[config.mk]
export PLATFORM = sky130hd
export DESIGN_NAME = stepper_full_step_sequencer
export DESIGN_NICKNAME = d
export VERILOG_FILES = /design/src/rtl/sfss_pkg.sv /design/src/rtl/sfss_core.sv /design/src/rtl/sfss_out_q.sv /design/src/rtl/stepper_full_step_sequencer.sv
export SDC_FILE = /design/constraint.sdc
export NUM_CORES = 1
export LEC_CHECK = 0
export BUFFER_PORTS_ARGS = -buffer_cell sky130_fd_sc_hd__buf_4
export CORE_MARGIN = 1.5
export CORE_UTILIZATION = 27
export CTS_CLUSTER_DIAMETER = 50
export DETAILED_ROUTE_END_ITERATION = 6
export GPL_ROUTABILITY_DRIVEN = 0
export GPL_TIMING_DRIVEN = 0
export PLACE_DENSITY = 0.44
export RECOVER_POWER = 50
export SYNTH_ARGS = -nofsm -noshare
export SYNTH_HDL_FRONTEND = slang
export SYNTH_SLANG_ARGS = --single-unit
[constraint.sdc]
create_clock -name i_clk -period 4.6 [get_ports i_clk]
set_input_delay 0.69 -clock i_clk [delete_from_list [all_inputs] [get_ports i_clk]]
set_output_delay 0.69 -clock i_clk [all_outputs]
set_load 0.02 [all_outputs]
[src/rtl/sfss_pkg.sv]
// ----------------------------------------------------------------------------
// sfss_pkg
// Shared types, constants and the coil drive table for the full-step sequencer.
// ----------------------------------------------------------------------------
package sfss_pkg;

    localparam int STEPS_W    = 16;
    localparam int TICK_W     = 20;
    localparam int PHASE_W    = 2;
    localparam int COIL_W     = 4;
    localparam int APB_DATA_W = 32;
    localparam int APB_ADDR_W = 3;

    localparam logic [TICK_W-1:0]  TICK_MAX          = '1;
    localparam logic [TICK_W-1:0]  STEP_INTERVAL_RST = TICK_W'(1);
    localparam logic [PHASE_W-1:0] PHASE_FWD         = PHASE_W'(1);
    localparam logic [PHASE_W-1:0] PHASE_REV         = PHASE_W'(3);

    localparam logic REQ_TICK = 1'b0;
    localparam logic REQ_MOVE = 1'b1;

    localparam logic REG_STEP_INTERVAL = 1'b0;

    typedef struct packed {
        logic [COIL_W-1:0]  coil;
        logic               stepped;
        logic               busy;
        logic [STEPS_W-1:0] steps;
    } t_result;

    // Bit 3 is A+, bit 2 is A-, bit 1 is B+, bit 0 is B-.
    function automatic logic [COIL_W-1:0] coil_of(input logic [PHASE_W-1:0] phase);
        logic [COIL_W-1:0] pattern;
        case (phase)
            2'd0:    pattern = 4'b1010;
            2'd1:    pattern = 4'b0110;
            2'd2:    pattern = 4'b0101;
            default: pattern = 4'b1001;
        endcase
        return pattern;
    endfunction

endpackage

[src/rtl/sfss_core.sv]
// ----------------------------------------------------------------------------
// sfss_core
// Step pacing state: phase, direction, remaining count, tick counter and the
// held coil drive, updated once for every accepted word.
// ----------------------------------------------------------------------------
module sfss_core (
    input  logic                          i_clk,
    input  logic                          i_rst_n,
    input  logic                          i_accept,
    input  logic                          i_req_type,
    input  logic signed [sfss_pkg::STEPS_W-1:0] i_move_steps,
    input  logic [sfss_pkg::TICK_W-1:0]   i_step_interval,
    output sfss_pkg::t_result             o_result
);

    logic [sfss_pkg::PHASE_W-1:0] r_phase, n_phase;
    logic                         r_dir_ccw, n_dir_ccw;
    logic [sfss_pkg::STEPS_W-1:0] r_steps_left, n_steps_left;
    logic [sfss_pkg::TICK_W-1:0]  r_tick_elapsed, n_tick_elapsed;
    logic [sfss_pkg::COIL_W-1:0]  r_coil, n_coil;

    logic [sfss_pkg::STEPS_W-1:0] raw;
    logic [sfss_pkg::TICK_W-1:0]  tick_inc;
    logic                         stepped;

    assign raw = i_move_steps;

    always_comb begin
        n_phase        = r_phase;
        n_dir_ccw      = r_dir_ccw;
        n_steps_left   = r_steps_left;
        n_tick_elapsed = r_tick_elapsed;
        n_coil         = r_coil;
        stepped        = 1'b0;
        tick_inc       = (r_tick_elapsed != sfss_pkg::TICK_MAX) ?
                         r_tick_elapsed + sfss_pkg::TICK_W'(1) : r_tick_elapsed;
        if (i_req_type == sfss_pkg::REQ_MOVE) begin
            n_dir_ccw    = raw[sfss_pkg::STEPS_W-1] || (raw == '0);
            n_steps_left = raw[sfss_pkg::STEPS_W-1] ? (~raw + sfss_pkg::STEPS_W'(1)) : raw;
        end else begin
            n_tick_elapsed = tick_inc;
            if ((r_steps_left != '0) && (tick_inc >= i_step_interval)) begin
                n_coil         = sfss_pkg::coil_of(r_phase);
                n_phase        = r_phase + (r_dir_ccw ? sfss_pkg::PHASE_REV
                                                      : sfss_pkg::PHASE_FWD);
                n_tick_elapsed = '0;
                n_steps_left   = r_steps_left - sfss_pkg::STEPS_W'(1);
                stepped        = 1'b1;
            end
        end
    end

    assign o_result.coil    = n_coil;
    assign o_result.stepped = stepped;
    assign o_result.busy    = (n_steps_left != '0);
    assign o_result.steps   = n_steps_left;

    always_ff @(posedge i_clk) begin
        if (!i_rst_n) begin
            r_phase        <= '0;
            r_dir_ccw      <= 1'b0;
            r_steps_left   <= '0;
            r_tick_elapsed <= '0;
            r_coil         <= '0;
        end else if (i_accept) begin
            r_phase        <= n_phase;
            r_dir_ccw      <= n_dir_ccw;
            r_steps_left   <= n_steps_left;
            r_tick_elapsed <= n_tick_elapsed;
            r_coil         <= n_coil;
        end
    end

endmodule

[src/rtl/sfss_out_q.sv]
// ----------------------------------------------------------------------------
// sfss_out_q
// Two-entry result queue that lets a new word enter while the previous result
// still waits at the output.
// ----------------------------------------------------------------------------
module sfss_out_q (
    input  logic              i_clk,
    input  logic              i_rst_n,
    input  logic              i_push,
    input  sfss_pkg::t_result i_data,
    output logic              o_full,
    output logic              o_valid,
    input  logic              i_ready,
    output sfss_pkg::t_result o_data
);

    sfss_pkg::t_result r_mem [2];
    logic              r_wr_ptr;
    logic              r_rd_ptr;
    logic [1:0]        r_count;
    logic              pop;

    assign o_full  = (r_count == 2'd2);
    assign o_valid = (r_count != 2'd0);
    assign pop     = o_valid && i_ready;
    assign o_data  = r_mem[r_rd_ptr];

    always_ff @(posedge i_clk) begin
        if (i_push) begin
            r_mem[r_wr_ptr] <= i_data;
        end
    end

    always_ff @(posedge i_clk) begin
        if (!i_rst_n) begin
            r_wr_ptr <= 1'b0;
            r_rd_ptr <= 1'b0;
            r_count  <= 2'd0;
        end else begin
            if (i_push) begin
                r_wr_ptr <= ~r_wr_ptr;
            end
            if (pop) begin
                r_rd_ptr <= ~r_rd_ptr;
            end
            case ({i_push, pop})
                2'b10:   r_count <= r_count + 2'd1;
                2'b01:   r_count <= r_count - 2'd1;
                default: r_count <= r_count;
            endcase
        end
    end

endmodule

[src/rtl/stepper_full_step_sequencer.sv]
// ----------------------------------------------------------------------------
// stepper_full_step_sequencer
// Paced four-phase full-step driver for two H-bridge coil pairs.
//
//   channel   direction  handshake             payload
//   request   in         i_valid / o_ready     i_req_type, i_move_steps
//   result    out        o_valid / i_ready     coil drives, stepped, busy, count
//   config    in         psel/penable/pready   paddr, pwdata, prdata
//
// Each word is processed in the cycle it is accepted, and its result is
// registered and shown at the output once earlier results are taken; one
// result per word, one word per cycle while results are taken. The two-entry
// queue lowers o_ready only when both entries wait on a stalled output.
// Synchronous active-low reset clears all stepping state and the queue;
// step_interval resets to one.
// ----------------------------------------------------------------------------
module stepper_full_step_sequencer (
    input  logic                               i_clk,
    input  logic                               i_rst_n,
    input  logic                               i_valid,
    output logic                               o_ready,
    input  logic                               i_req_type,
    input  logic signed [sfss_pkg::STEPS_W-1:0] i_move_steps,
    output logic                               o_valid,
    input  logic                               i_ready,
    output logic                               o_coil_a_pos,
    output logic                               o_coil_a_neg,
    output logic                               o_coil_b_pos,
    output logic                               o_coil_b_neg,
    output logic                               o_stepped,
    output logic                               o_busy_res,
    output logic [sfss_pkg::STEPS_W-1:0]       o_steps_remaining,
    input  logic                               psel,
    input  logic                               penable,
    input  logic                               pwrite,
    input  logic [sfss_pkg::APB_ADDR_W-1:0]    paddr,
    input  logic [sfss_pkg::APB_DATA_W-1:0]    pwdata,
    output logic [sfss_pkg::APB_DATA_W-1:0]    prdata,
    output logic                               pready
);

    logic [sfss_pkg::TICK_W-1:0] r_step_interval;
    logic                        q_full;
    logic                        accept;
    sfss_pkg::t_result           core_result;
    sfss_pkg::t_result           out_result;

    assign pready  = 1'b1;
    assign prdata  = (paddr[2] == sfss_pkg::REG_STEP_INTERVAL) ?
                     sfss_pkg::APB_DATA_W'(r_step_interval) : '0;

    always_ff @(posedge i_clk) begin
        if (!i_rst_n) begin
            r_step_interval <= sfss_pkg::STEP_INTERVAL_RST;
        end else if (psel && penable && pwrite && pready &&
                     (paddr[2] == sfss_pkg::REG_STEP_INTERVAL)) begin
            r_step_interval <= pwdata[sfss_pkg::TICK_W-1:0];
        end
    end

    assign o_ready = !q_full;
    assign accept  = i_valid && o_ready;

    sfss_core u_core (
        .i_clk           (i_clk),
        .i_rst_n         (i_rst_n),
        .i_accept        (accept),
        .i_req_type      (i_req_type),
        .i_move_steps    (i_move_steps),
        .i_step_interval (r_step_interval),
        .o_result        (core_result)
    );

    sfss_out_q u_out_q (
        .i_clk   (i_clk),
        .i_rst_n (i_rst_n),
        .i_push  (accept),
        .i_data  (core_result),
        .o_full  (q_full),
        .o_valid (o_valid),
        .i_ready (i_ready),
        .o_data  (out_result)
    );

    assign o_coil_a_pos      = out_result.coil[3];
    assign o_coil_a_neg      = out_result.coil[2];
    assign o_coil_b_pos      = out_result.coil[1];
    assign o_coil_b_neg      = out_result.coil[0];
    assign o_stepped         = out_result.stepped;
    assign o_busy_res        = out_result.busy;
    assign o_steps_remaining = out_result.steps;

endmodule

Word-level counts from Yosys, hierarchy flattened
Memory sizes are Yosys's and may differ from the RTL's. A register that Yosys moved wholly into a read port is not among the register bits.
Cells that the tools add are included.
{ "totals": {"reg_bits": 67, "ramBits": 44, "inputBits": 59, "memories": 1} }
{ "op_classes": {"n_addsub": 6, "magnitude_cmp": 1, "eq_ne": 6, "mux": 17, "bitwise": 5, "n_reduce_logical": 17} }
{ "mem_list": {"columns": ["name", "depth", "word_bits", "rd", "rd_ports_with_merged_regs", "write_ports", "line", "rtl"], "rows": [
  ["u_out_q.r_mem", 2, 22, 1, 1, 1, "sfss_out_q.sv:17", "sfss_pkg::t_result r_mem [2];"]
]} }
{ "op_table": {"columns": ["operator", "n"], "rows": [
  ["20-bit two-way mux", 3],
  ["16-bit two-way mux", 3],
  ["16-bit nonzero test", 2],
  ["20-bit by 1-bit adder with 20-bit output (second input constant)", 1],
  ["20-bit greater-or-equal comparator", 1],
  ["20-bit inequality test (second input constant)", 1],
  ["16-bit by 1-bit adder with 16-bit output (second input constant)", 1],
  ["16-bit logical NOT", 1],
  ["16-bit inverter", 1],
  ["16-bit by 1-bit subtractor with 16-bit output (second input constant)", 1],
  ["4-bit one-hot mux with 3 select lines", 1],
  ["4-bit two-way mux", 2],
  ["2-bit == test (second input constant)", 3],
  ["1-bit logical AND", 6],
  ["1-bit two-way mux", 6],
  ["2-bit by 1-bit == test with 1-bit output (second input constant)", 2],
  ["1-bit inverter", 4],
  ["2-bit one-hot mux with 2 select lines", 1],
  ["2-bit AND reduction", 2],
  ["2-bit nonzero test", 2],
  ["3-bit AND reduction", 1],
  ["2-bit by 1-bit adder with 2-bit output (second input constant)", 1],
  ["2-bit adder", 1],
  ["2-bit logical NOT", 1],
  ["4 further kinds", 4]
]} }

Longest topological paths before layout
Gate-level depths: netlist of run 1.
{ "depth": {"word_depth": 7, "depth_mapped": 19, "ltp_nobuf": 17} }

Cells and area by module
From an unflattened synthesis of run 1, not the netlist that was laid out.
{ "unflattened": {"hier_cells": 691, "hier_area_um2": 6498.7} }
{ "by_module_without_submodules": {"columns": ["mod", "n_inst", "cells_per_inst", "area_per_inst_um2", "seq_area_each_um2"], "rows": [
  ["sfss_core", 1, 473, 3637.2, 860.8],
  ["sfss_out_q", 1, 91, 1805.5, 1421.4],
  ["stepper_full_step_sequencer", 1, 127, 1056.0, 400.4]
]} }

Least setup slack after synthesis of run 1
OpenSTA, ideal clock, no wires.
{ "synth_timing": {"path_type": "register to register", "start": "reg u_core.r_tick_elapsed[4] in the netlist's numbering", "end": "mem u_out_q.r_mem[0][16] in the netlist's numbering, data pin", "setup_time_ns": 0.280, "arrival_time_ns": 3.986, "path_slack_ns": 0.334, "stages_incl_launch_ff": 19, "n_path_buf": 2, "period_less_slack_ns": 4.266, "path_cell_list": "dfxtp_1 -> clkbuf_1 -> and4_1 -> nand4_1 -> nor4_2 -> a21oi_1 -> nand2_1 -> nor2_1 -> xor2_1 -> ha_1 -> nand4_1 -> or4_4 -> o211ai_2 -> buf_4 -> nand3_1 -> xor2_1 -> mux2i_2 -> nor4_1 -> nand4_1"} }
{ "synth_lines": {"columns": ["item", "line", "rtl"], "rows": [
  ["start, declared", "sfss_core.sv:19", "logic [sfss_pkg::TICK_W-1:0] r_tick_elapsed, n_tick_elapsed;"],
  ["start signal, assigned", "sfss_core.sv:69", "r_tick_elapsed <= n_tick_elapsed;"],
  ["end, declared", "sfss_out_q.sv:17", null]
]} }

==> results of run 1 <==
==> area by class of cell <==
type	instances	area, sq um
repair buffers	97	617
fillers	2501	15300
flip-flops and latches	112	2700
multi-input cells	538	3600
clock inverters	7	110
well taps	319	399
plain buffers	42	224
inverters	34	128
clock buffers	9	225
==> cell usage in the layout, fill, tap and decap left out, drive strengths merged, types with 6 or more instances in the layout <==
| master | netlist | layout |
|---|---|---|
| o31ai | 6 | 6 |
| a21oi | 60 | 60 |
| nand3 | 19 | 19 |
| edfxtp | 44 | 44 |
| buf | 23 | 86 |
| nand2 | 110 | 110 |
| xor2 | 18 | 18 |
| o21ai | 23 | 23 |
| clkbuf | 20 | 62 |
| or4 | 8 | 8 |
| nand4 | 10 | 10 |
| or3 | 6 | 6 |
| nor4 | 7 | 7 |
| and3 | 6 | 6 |
| nor3 | 15 | 15 |
| a211oi | 6 | 6 |
| and2 | 6 | 6 |
| ha | 29 | 29 |
| conb | 2 | 13 |
| a22oi | 10 | 10 |
| nor2 | 87 | 87 |
| inv | 34 | 37 |
| mux2i | 6 | 6 |
| dfxtp | 68 | 68 |
| mux2 | 24 | 24 |
| nand2b | 8 | 8 |
| xnor2 | 23 | 23 |
==> worst register-to-register path, cell delays in order, from the launching register on <==
cell	delay (ns)
sky130_fd_sc_hd__dfxtp_4	0.37
sky130_fd_sc_hd__and4_4	0.24
sky130_fd_sc_hd__nand4_1	0.09
sky130_fd_sc_hd__buf_4	0.17
sky130_fd_sc_hd__nor4_4	0.24
sky130_fd_sc_hd__buf_4	0.18
sky130_fd_sc_hd__nand2_2	0.14
sky130_fd_sc_hd__xnor2_2	0.18
sky130_fd_sc_hd__ha_1	0.27
sky130_fd_sc_hd__nand2b_1	0.14
sky130_fd_sc_hd__a2111o_1	0.45
sky130_fd_sc_hd__a31oi_4	0.26
sky130_fd_sc_hd__o211ai_4	0.16
sky130_fd_sc_hd__buf_6	0.18
sky130_fd_sc_hd__a311oi_1	0.21
sky130_fd_sc_hd__nor2_1	0.12
sky130_fd_sc_hd__nand4bb_4	0.26
sky130_fd_sc_hd__nor4_4	0.25
sky130_fd_sc_hd__nand4_1	0.16
==> power by group through the flow <==
stage / Sequential [W] / Clock (W) / Combinational, W
2_1_floorplan: 0.00129 / 0 / 0.000868
3_3_place_gp: 0.00132 / 0 / 0.00126
3_5_place_dp: 0.00132 / 0 / 0.00127
4_1_cts: 0.00129 / 0.000924 / 0.00129
5_1_grt: 0.00131 / 0.000950 / 0.00141
6_report: 0.00129 / 0.000893 / 0.00129
==> cell usage after synthesis (9+ instances only) <==
library cell / count / area [sq um]
sky130_fd_sc_hd__nand2_1: 107 / 402
sky130_fd_sc_hd__nor2_1: 84 / 315
sky130_fd_sc_hd__dfxtp_1: 68 / 1360
sky130_fd_sc_hd__a21oi_1: 60 / 300
sky130_fd_sc_hd__edfxtp_1: 44 / 1320
sky130_fd_sc_hd__inv_1: 33 / 124
sky130_fd_sc_hd__ha_1: 29 / 363
sky130_fd_sc_hd__mux2_2: 24 / 270
sky130_fd_sc_hd__xnor2_1: 23 / 201
sky130_fd_sc_hd__clkbuf_1: 20 / 75.1
sky130_fd_sc_hd__nand3_1: 19 / 95.1
sky130_fd_sc_hd__xor2_1: 18 / 158
sky130_fd_sc_hd__buf_4: 15 / 113
sky130_fd_sc_hd__nor3_1: 14 / 70.1
sky130_fd_sc_hd__o21ai_1: 12 / 60.1
sky130_fd_sc_hd__o21ai_0: 11 / 55.1
sky130_fd_sc_hd__a22oi_1: 10 / 75.1
sky130_fd_sc_hd__nand4_1: 9 / 56.3
==> per-stage QoR <==
step | power (W) | TNS, ns | hold slack, ns
global placement | 0.00258 | -10.61 | 0.444
CTS | 0.00351 | 0 | 0.457
global route | 0.00367 | -0.0163 | 0.477
finish | 0.00347 | 0 | 0.456
detailed placement | 0.00258 | -11.30 | 0.446
floorplan | 0.00216 | 0 | 0.436
==> registers in the layout, indices dropped and copies added (netlist names), named ones only <==
name	flops
u_out_q.r_count	2
r_step_interval	20
u_core.r_steps_left	16
u_core.r_phase	2
u_out_q.r_wr_ptr	1
u_out_q.r_rd_ptr	1
u_out_q.r_mem	44
u_core.r_coil	4
u_core.r_dir_ccw	1
u_core.r_tick_elapsed	20
==> worst max-delay path by stage <==
stage	start	to	slack [ns]
2_1_floorplan	u_core.r_tick_elapsed[4]	u_out_q.r_mem[0][16]	0.33
3_3_place_gp	u_core.r_tick_elapsed[4]	u_out_q.r_mem[1][16]	-0.78
3_5_place_dp	u_core.r_tick_elapsed[4]	u_out_q.r_mem[0][16]	-0.79
4_1_cts	u_core.r_tick_elapsed[7]	u_out_q.r_mem[0][16]	0.02
5_1_grt	u_core.r_tick_elapsed[7]	u_out_q.r_mem[1][16]	-0.008
6_report	u_core.r_tick_elapsed[7]	u_out_q.r_mem[1][16]	0.24
==> cell families (layout without fill, tap and decap cells) <==
family | Yosys count | in the layout | share of synthesized area [%]
adder cells (fa/ha/maj) | 29 | 29 | 5.69
AO/OA/AOI/OAI | 133 | 133 | 13.3
flip-flops | 112 | 112 | 42.0
AND/OR/NAND/NOR | 292 | 292 | 22.5
buffers and inverters | 77 | 189 | 5.47
other | 2 | 13 | 0.118
multiplexers | 30 | 30 | 5.24
XOR/XNOR | 41 | 41 | 5.63
==> layer usage <==
layer	global-route usage (%)	vias to the layer above	share of wire [%]
met3	3.30	9	4.9
met4	3.45	0	0.81
met5	0	-	0
li1	-	2718	-
met1	18.2	2432	47
met2	24.0	119	48
==> repair_timing <==
action | in CTS | in global routing
endpoints found under the hold margin | 0 | 0
buffers inserted | 3 | 6
resized for setup | 12 | 34
gates cloned | 0 | 1
setup endpoints to repair | 69 | 8
pin swaps | 3 | 12
==> reports/results.md, run 1 <==
| Metric | Value | Unit |
| --- | --- | --- |
| Die width | 157 | um |
| Data required time of the critical path | 4.69 | ns |
| Total detailed-routing wirelength | 17200 | um |
| Critical Path Start Type | flip-flop | - |
| WL per Instance | 14.8 | um |
| Layout-stage area growth over the synthesis result | 25.4 | % |
| Arrival time worst endpoint | 4.45 | ns |
| Via count of the first global-routing pass | 5040 | - |
| First-pass GRT wire length | 27000 | um |
| Worst-Margin Slew | 1.13 | ns |
| Post-synthesis cell count | 716 | - |
| Clk buf depth | 2 | - |
| Number of enable flip-flop cells after synthesis | 44 | - |
| Category of cells accounting for the largest share of critical-path delay | simple AND/OR/NAND/NOR gates | - |
| Cell with the largest stage delay on the worst path | sky130_fd_sc_hd__a2111o_1 | - |
| Part of the power in registers | 37.2 | % |
| Internal power component | 0.00223 | W |
| Share of synthesized flip-flops with an asynchronous set or reset | 0 | % |
| Die area | 0.0246 | sq mm |
| Net count of the finished layout | 922 | - |
| Stage delay of the slowest cell on the critical path | 0.45 | ns |
| Critical path depth | 18 | - |
| Average size of a mapped cell | 8.91 | sq um |
| Number of vias per cell after detailed routing | 4.56 | - |
| Areal power density over the cells | 434 | mW/mm^2 |
| Pin count of the biggest net entering global routing | 23 | - |
| MaxCap Viol Count | 0 | - |
| Std-Cell Rows | 56 | - |
| Share of post-route cells with drive strength above 1 | 21.9 | % |
| Remaining Overflow, GRT | 0 | - |
| Startpoint of the most critical register-to-register path | u_core.r_tick_elapsed[7] | - |
| Run status | finished clean | - |
| Clk pin slew, worst setup/hold paths | 0.08 | ns |
| Prevailing post-synth register cell | sky130_fd_sc_hd__dfxtp_1 | - |
| Share of total power in combinational logic | 37.1 | % |
| Placeable core region | 0.0233 | sq mm |
| Clock latency of the later-clocked register in the worst-skew pair | 0.37 | ns |
| Hold wc startpoint | r_step_interval[15] | - |
| Final hold violation count | 0 | - |
| Clk root buf | sky130_fd_sc_hd__clkbuf_16 | - |
| Global Route Usage Sum | 14.2 | % |
| Depth of the worst hold-timing path | 2 | - |
| Placed cell area | 0.00748 | sq mm |
| Final-report max-slew violation count | 0 | - |
| Hold buffer count at CTS | 0 | - |
| Final antenna-violating net count | 0 | - |
| H-tree lvl count | 3 | - |
| Final std cell area, no fill | 0.00800 | sq mm |
| Remaining max-slew budget at the tightest pin | 24.6 | % |
| First-pass iteration count of the detailed router | 4 | - |
| Setup slack on the worst flop-to-flop path | 0.24 | ns |
| Max FO, Critical Path | 6 | - |
| Post-Synthesis Cell Area | 0.00638 | sq mm |
| Number of non-filler instances in the completed layout | 1158 | - |
| Initial DRC Count | 220 | - |
| Power spent charging and discharging nets | 0.00124 | W |
| Port buffer count | 86 | - |
| Leakage power of the design | 3.00 | nW |
| Hold Crit Class | flip-flop to flip-flop | - |
| Final critical-path setup slack | 0.240 | ns |
| Yosys Warn Count | 0 | - |
| Initial core utilization | 27.3 | % |
| Number of CTS-inserted buffers | 9 | - |
| Reg2reg path depth | 18 | - |
| Final core utilization | 34.3 | % |
| Remaining routing DRC violations | 0 | - |
| Hpwl dp | 12700 | um |
| Fin Clk Skew | 0.0141 | ns |
| Fin crit share | 94.8 | % |
| Start-to-end type of the worst setup path | flip-flop to flip-flop | - |
| Number of distinct library cell variants in the gate-level netlist after synthesis | 72 | - |
| Clock Sinks | 112 | - |
| Antenna violations before repair | 0 | - |
| Sw Share | 35.8 | % |
| Minimum setup slack after placement | -0.787 | ns |
| Final critical-path required period | 4.36 | ns |
| Post-Place Cells | 1133 | - |
| R2r endpoint | u_out_q.r_mem[1][16] | - |
| Die span in y | 157 | um |
| Ant. Diodes | 0 | - |
| I/O Pins | 116 | - |
| Total number of vias | 5278 | - |
| CTS tree | done | - |
| Clk network pwr share | 25.7 | % |
| Cell Chain, Critical Path | and4_4 > nand4_1 > buf_4 > nor4_4 > buf_4 > nand2_2 > xnor2_2 > ha_1 > nand2b_1 > a2111o_1 > a31oi_4 > o211ai_4 > buf_6 > a311oi_1 > nor2_1 > nand4bb_4 > nor4_4 > nand4_1 | - |
| Top achievable clock speed | 0.229 | GHz |
| Kind of end point of the critical path | flip-flop | - |
| Max IR drop VDD | 0.000184 | V |
| Sequential cell area fraction in the yosys report | 42.0 | % |
| Number of register bits inferred by synthesis | 112 | - |
| Worst Hold Endpoint | r_step_interval[15] | - |
| Setup-failing EPs final | 0 | - |
| Critical path buffer and inverter count | 3 | - |
Power figures use the tool's default switching activity.
==> run 2: changes to the inputs <==
--- a/config.mk
+++ b/config.mk
@@ -6,13 +6,15 @@
 export NUM_CORES = 1
 export LEC_CHECK = 0
 export BUFFER_PORTS_ARGS = -buffer_cell sky130_fd_sc_hd__buf_4
+export CELL_PAD_IN_SITES_DETAIL_PLACEMENT = 0
+export CELL_PAD_IN_SITES_GLOBAL_PLACEMENT = 1
 export CORE_MARGIN = 1.5
 export CORE_UTILIZATION = 27
 export CTS_CLUSTER_DIAMETER = 50
 export DETAILED_ROUTE_END_ITERATION = 6
 export GPL_ROUTABILITY_DRIVEN = 0
 export GPL_TIMING_DRIVEN = 0
-export PLACE_DENSITY = 0.44
+export PLACE_DENSITY = 0.55
 export RECOVER_POWER = 50
 export SYNTH_ARGS = -nofsm -noshare
 export SYNTH_HDL_FRONTEND = slang
==> reports/results.md, run 2 (synthesis results as in run 1) <==
| Metric | Value | Unit | vs previous |
| --- | --- | --- | --- |
| Remaining max-slew budget at the tightest pin | 29.9 | % | was 24.6% |
| H-tree lvl count | 3 | - | unchanged |
| Total number of vias | 5432 | - | was 5278 |
| Final critical-path setup slack | 0.114 | ns | was 0.240 ns |
| Die span in y | 157 | um | unchanged |
| Setup tns final | 0 | ns | unchanged |
| Cell Chain, Critical Path | and4_4 > nand4_1 > nor4_4 > buf_4 > a21oi_4 > nand2_2 > nor2_4 > xor2_2 > ha_1 > nand4_1 > or4_4 > o211a_4 > o21a_1 > o31ai_4 > nand4bb_4 > nor4_4 > nand4_1 | - | was and4_4 > nand4_1 > buf_4 > nor4_4 > buf_4 > nand2_2 > xnor2_2 > ha_1 > nand2b_1 > a2111o_1 > a31oi_4 > o211ai_4 > buf_6 > a311oi_1 > nor2_1 > nand4bb_4 > nor4_4 > nand4_1 |
| Final-report max-slew violation count | 0 | - | unchanged |
| Arrival time worst endpoint | 4.56 | ns | was 4.45 ns |
| Most common cell after layout, fill and taps aside | sky130_fd_sc_hd__nand2_1 | - | unchanged |
| Top achievable clock speed | 0.223 | GHz | was 0.229 GHz |
| Die area | 0.0246 | sq mm | unchanged |
| Share of post-route cells with drive strength above 1 | 23.8 | % | was 21.9% |
| Register with the highest flop count | u_out_q.r_mem | - | unchanged |
| CTS tree | done | - | unchanged |
| Cell repeated most along the worst path | sky130_fd_sc_hd__nand4_1 | - |  |
| Initial core utilization | 27.3 | % | unchanged |
| Port buffer count | 86 | - | unchanged |
| MaxCap Viol Count | 0 | - | unchanged |
| Placeable core region | 0.0233 | sq mm | unchanged |
| Final hold violation count | 0 | - | unchanged |
| Setup repair after global routing missed its margin | yes | - |  |
| Net count of the finished layout | 936 | - | was 922 |
| Areal power density over the cells | 419 | mW/mm^2 | was 434 mW/mm^2 |
| First-pass GRT wire length | 28300 | um | was 27000 um |
| Global Route Usage Sum | 15.1 | % | was 14.2% |
| Minimum setup slack after placement | -1.05 | ns | was -0.787 ns |
| Worst-Margin Slew | 1.05 | ns | was 1.13 ns |
| Total detailed-routing wirelength | 18500 | um | was 17200 um |
| Flip-flop count of the largest register, all copies and words added | 44 | - | unchanged |
| Hold Crit Class | flip-flop to flip-flop | - | unchanged |
| Clock latency of the later-clocked register in the worst-skew pair | 0.37 | ns | about the same |
| Hpwl dp | 13600 | um | was 12700 um |
| Antenna violations before repair | 0 | - | unchanged |
| Hold buffer count at CTS | 0 | - | unchanged |
| Remaining routing DRC violations | 0 | - | unchanged |
| Clk buf depth | 2 | - | unchanged |
| Number of vias per cell after detailed routing | 4.63 | - | was 4.56 |
| Die width | 157 | um | unchanged |
| Clk pin slew, worst setup/hold paths | 0.08 | ns | about the same |
| Via count of the first global-routing pass | 5039 | - | was 5040 |
| Kind of end point of the critical path | flip-flop | - | unchanged |
| WL per Instance | 15.7 | um | was 14.8 um |
| Initial DRC Count | 254 | - | was 220 |
| Clk root buf | sky130_fd_sc_hd__clkbuf_16 | - | unchanged |
| Pin count of the biggest net entering global routing | 23 | - | unchanged |
| Run status | finished clean | - | unchanged |
| Number of CTS-inserted buffers | 9 | - | unchanged |
| Stage delay of the slowest cell on the critical path | 0.47 | ns | was 0.45 ns |
| Leakage power of the design | 3.07 | nW | was 3.00 nW |
| Layout-stage area growth over the synthesis result | 27.6 | % | was 25.4% |
| Setup-failing EPs final | 0 | - | unchanged |
| Final critical-path required period | 4.49 | ns | was 4.36 ns |
| Max IR drop VDD | 0.000173 | V | was 0.000184 V |
| Max FO, Critical Path | 7 | - | was 6 |
| First-pass iteration count of the detailed router | 4 | - | unchanged |
| Start-to-end type of the worst setup path | flip-flop to flip-flop | - | unchanged |
| Cell with the largest stage delay on the worst path | sky130_fd_sc_hd__or4_4 | - | was sky130_fd_sc_hd__a2111o_1 |
| Critical Path Start Type | flip-flop | - | unchanged |
| Final antenna-violating net count | 0 | - | unchanged |
| Data required time of the critical path | 4.67 | ns | was 4.69 ns |
| I/O Pins | 116 | - | unchanged |
| Biggest regs | u_out_q.r_mem (44), r_step_interval (20), u_core.r_tick_elapsed (20) | - | unchanged |
| Ant. Diodes | 0 | - | unchanged |
| Fin crit share | 97.5 | % | was 94.8% |
| Fin Clk Skew | 0.0159 | ns | was 0.0141 ns |
| Most used cells in the layout excluding fill and tap cells | 104 x sky130_fd_sc_hd__nand2_1, 88 x sky130_fd_sc_hd__buf_4, 80 x sky130_fd_sc_hd__nor2_1 | - | was 105 x sky130_fd_sc_hd__nand2_1, 81 x sky130_fd_sc_hd__nor2_1, 78 x sky130_fd_sc_hd__buf_4 |
| Remaining Overflow, GRT | 0 | - | unchanged |
| Clock Sinks | 112 | - | unchanged |
| Std-Cell Rows | 56 | - | unchanged |
-- run 2: power breakdown --
| group | switching [W] | internal [W] |
|---|---|---|
| clock network | 0.000421 | 0.000402 |
| registers | 0.0000777 | 0.00121 |
| logic | 0.000781 | 0.000517 |
-- run 2: critical path, delay by kind of cell (launching register included) --
family	cells	cell delay (ns)
adders and majority gates	1	0.32
and+or+nand+nor	10	2.19
xor gates and xnor gates	1	0.16
buffers and inverters	1	0.19
DFF	1	0.38
AOI/OAI and AO/OA	4	0.94
-- run 2: final timing paths --
path                                                from  depth (start not counted)                   end  slack [ns]
worst max-delay path            u_core.r_tick_elapsed[4]                         17  u_out_q.r_mem[0][16]        0.11
worst min-delay path                 r_step_interval[17]                          2   r_step_interval[17]        0.46
worst min register to register       r_step_interval[17]                          2   r_step_interval[17]        0.46
worst max register to register  u_core.r_tick_elapsed[4]                         17  u_out_q.r_mem[0][16]        0.11
-- run 2: routing by layer --
layer  GRT usage [%]  share of wire [%]
met2            26.0                 50
met4            3.54               0.87
met3            2.38                2.6
met1            19.8                 46
met5               0                  0
-- run 2: area by class of cell --
cell class / instances / area, sq um
fillers: 2485 / 15200
well taps: 319 / 399
clock inverters: 6 / 65.1
repair buffers: 112 / 711
clock buffers: 10 / 239
inverters: 34 / 128
plain buffers: 41 / 213
multi-input cells: 538 / 3690
flip-flops and latches: 112 / 2700
-- run 2: repair_timing --
| action | CTS | global route |
|---|---|---|
| endpoints found under the hold margin | 0 | 0 |
| gates cloned | 0 | 1 |
| pin swaps | 5 | 22 |
| setup buffers | 3 | 21 |
| setup endpoints to repair | 75 | 15 |
| resized for setup | 18 | 42 |
-- run 2: per-stage QoR --
step / instance area (sq um) / utilization [%] / power (W) / hold slack [ns] / cells
after detailed placement: 7480 / 32.1 / 0.00260 / 0.446 / 1133
after global routing: 8140 / 34.9 / 0.00362 / 0.475 / 1172
final: 8140 / 34.9 / 0.00341 / 0.456 / 1172
after global placement: 7470 / 32.0 / 0.00259 / 0.444 / 1132
after floorplan: 6420 / - / 0.00216 / 0.436 / 727
after CTS: 7900 / 33.9 / 0.00347 / 0.458 / 1151
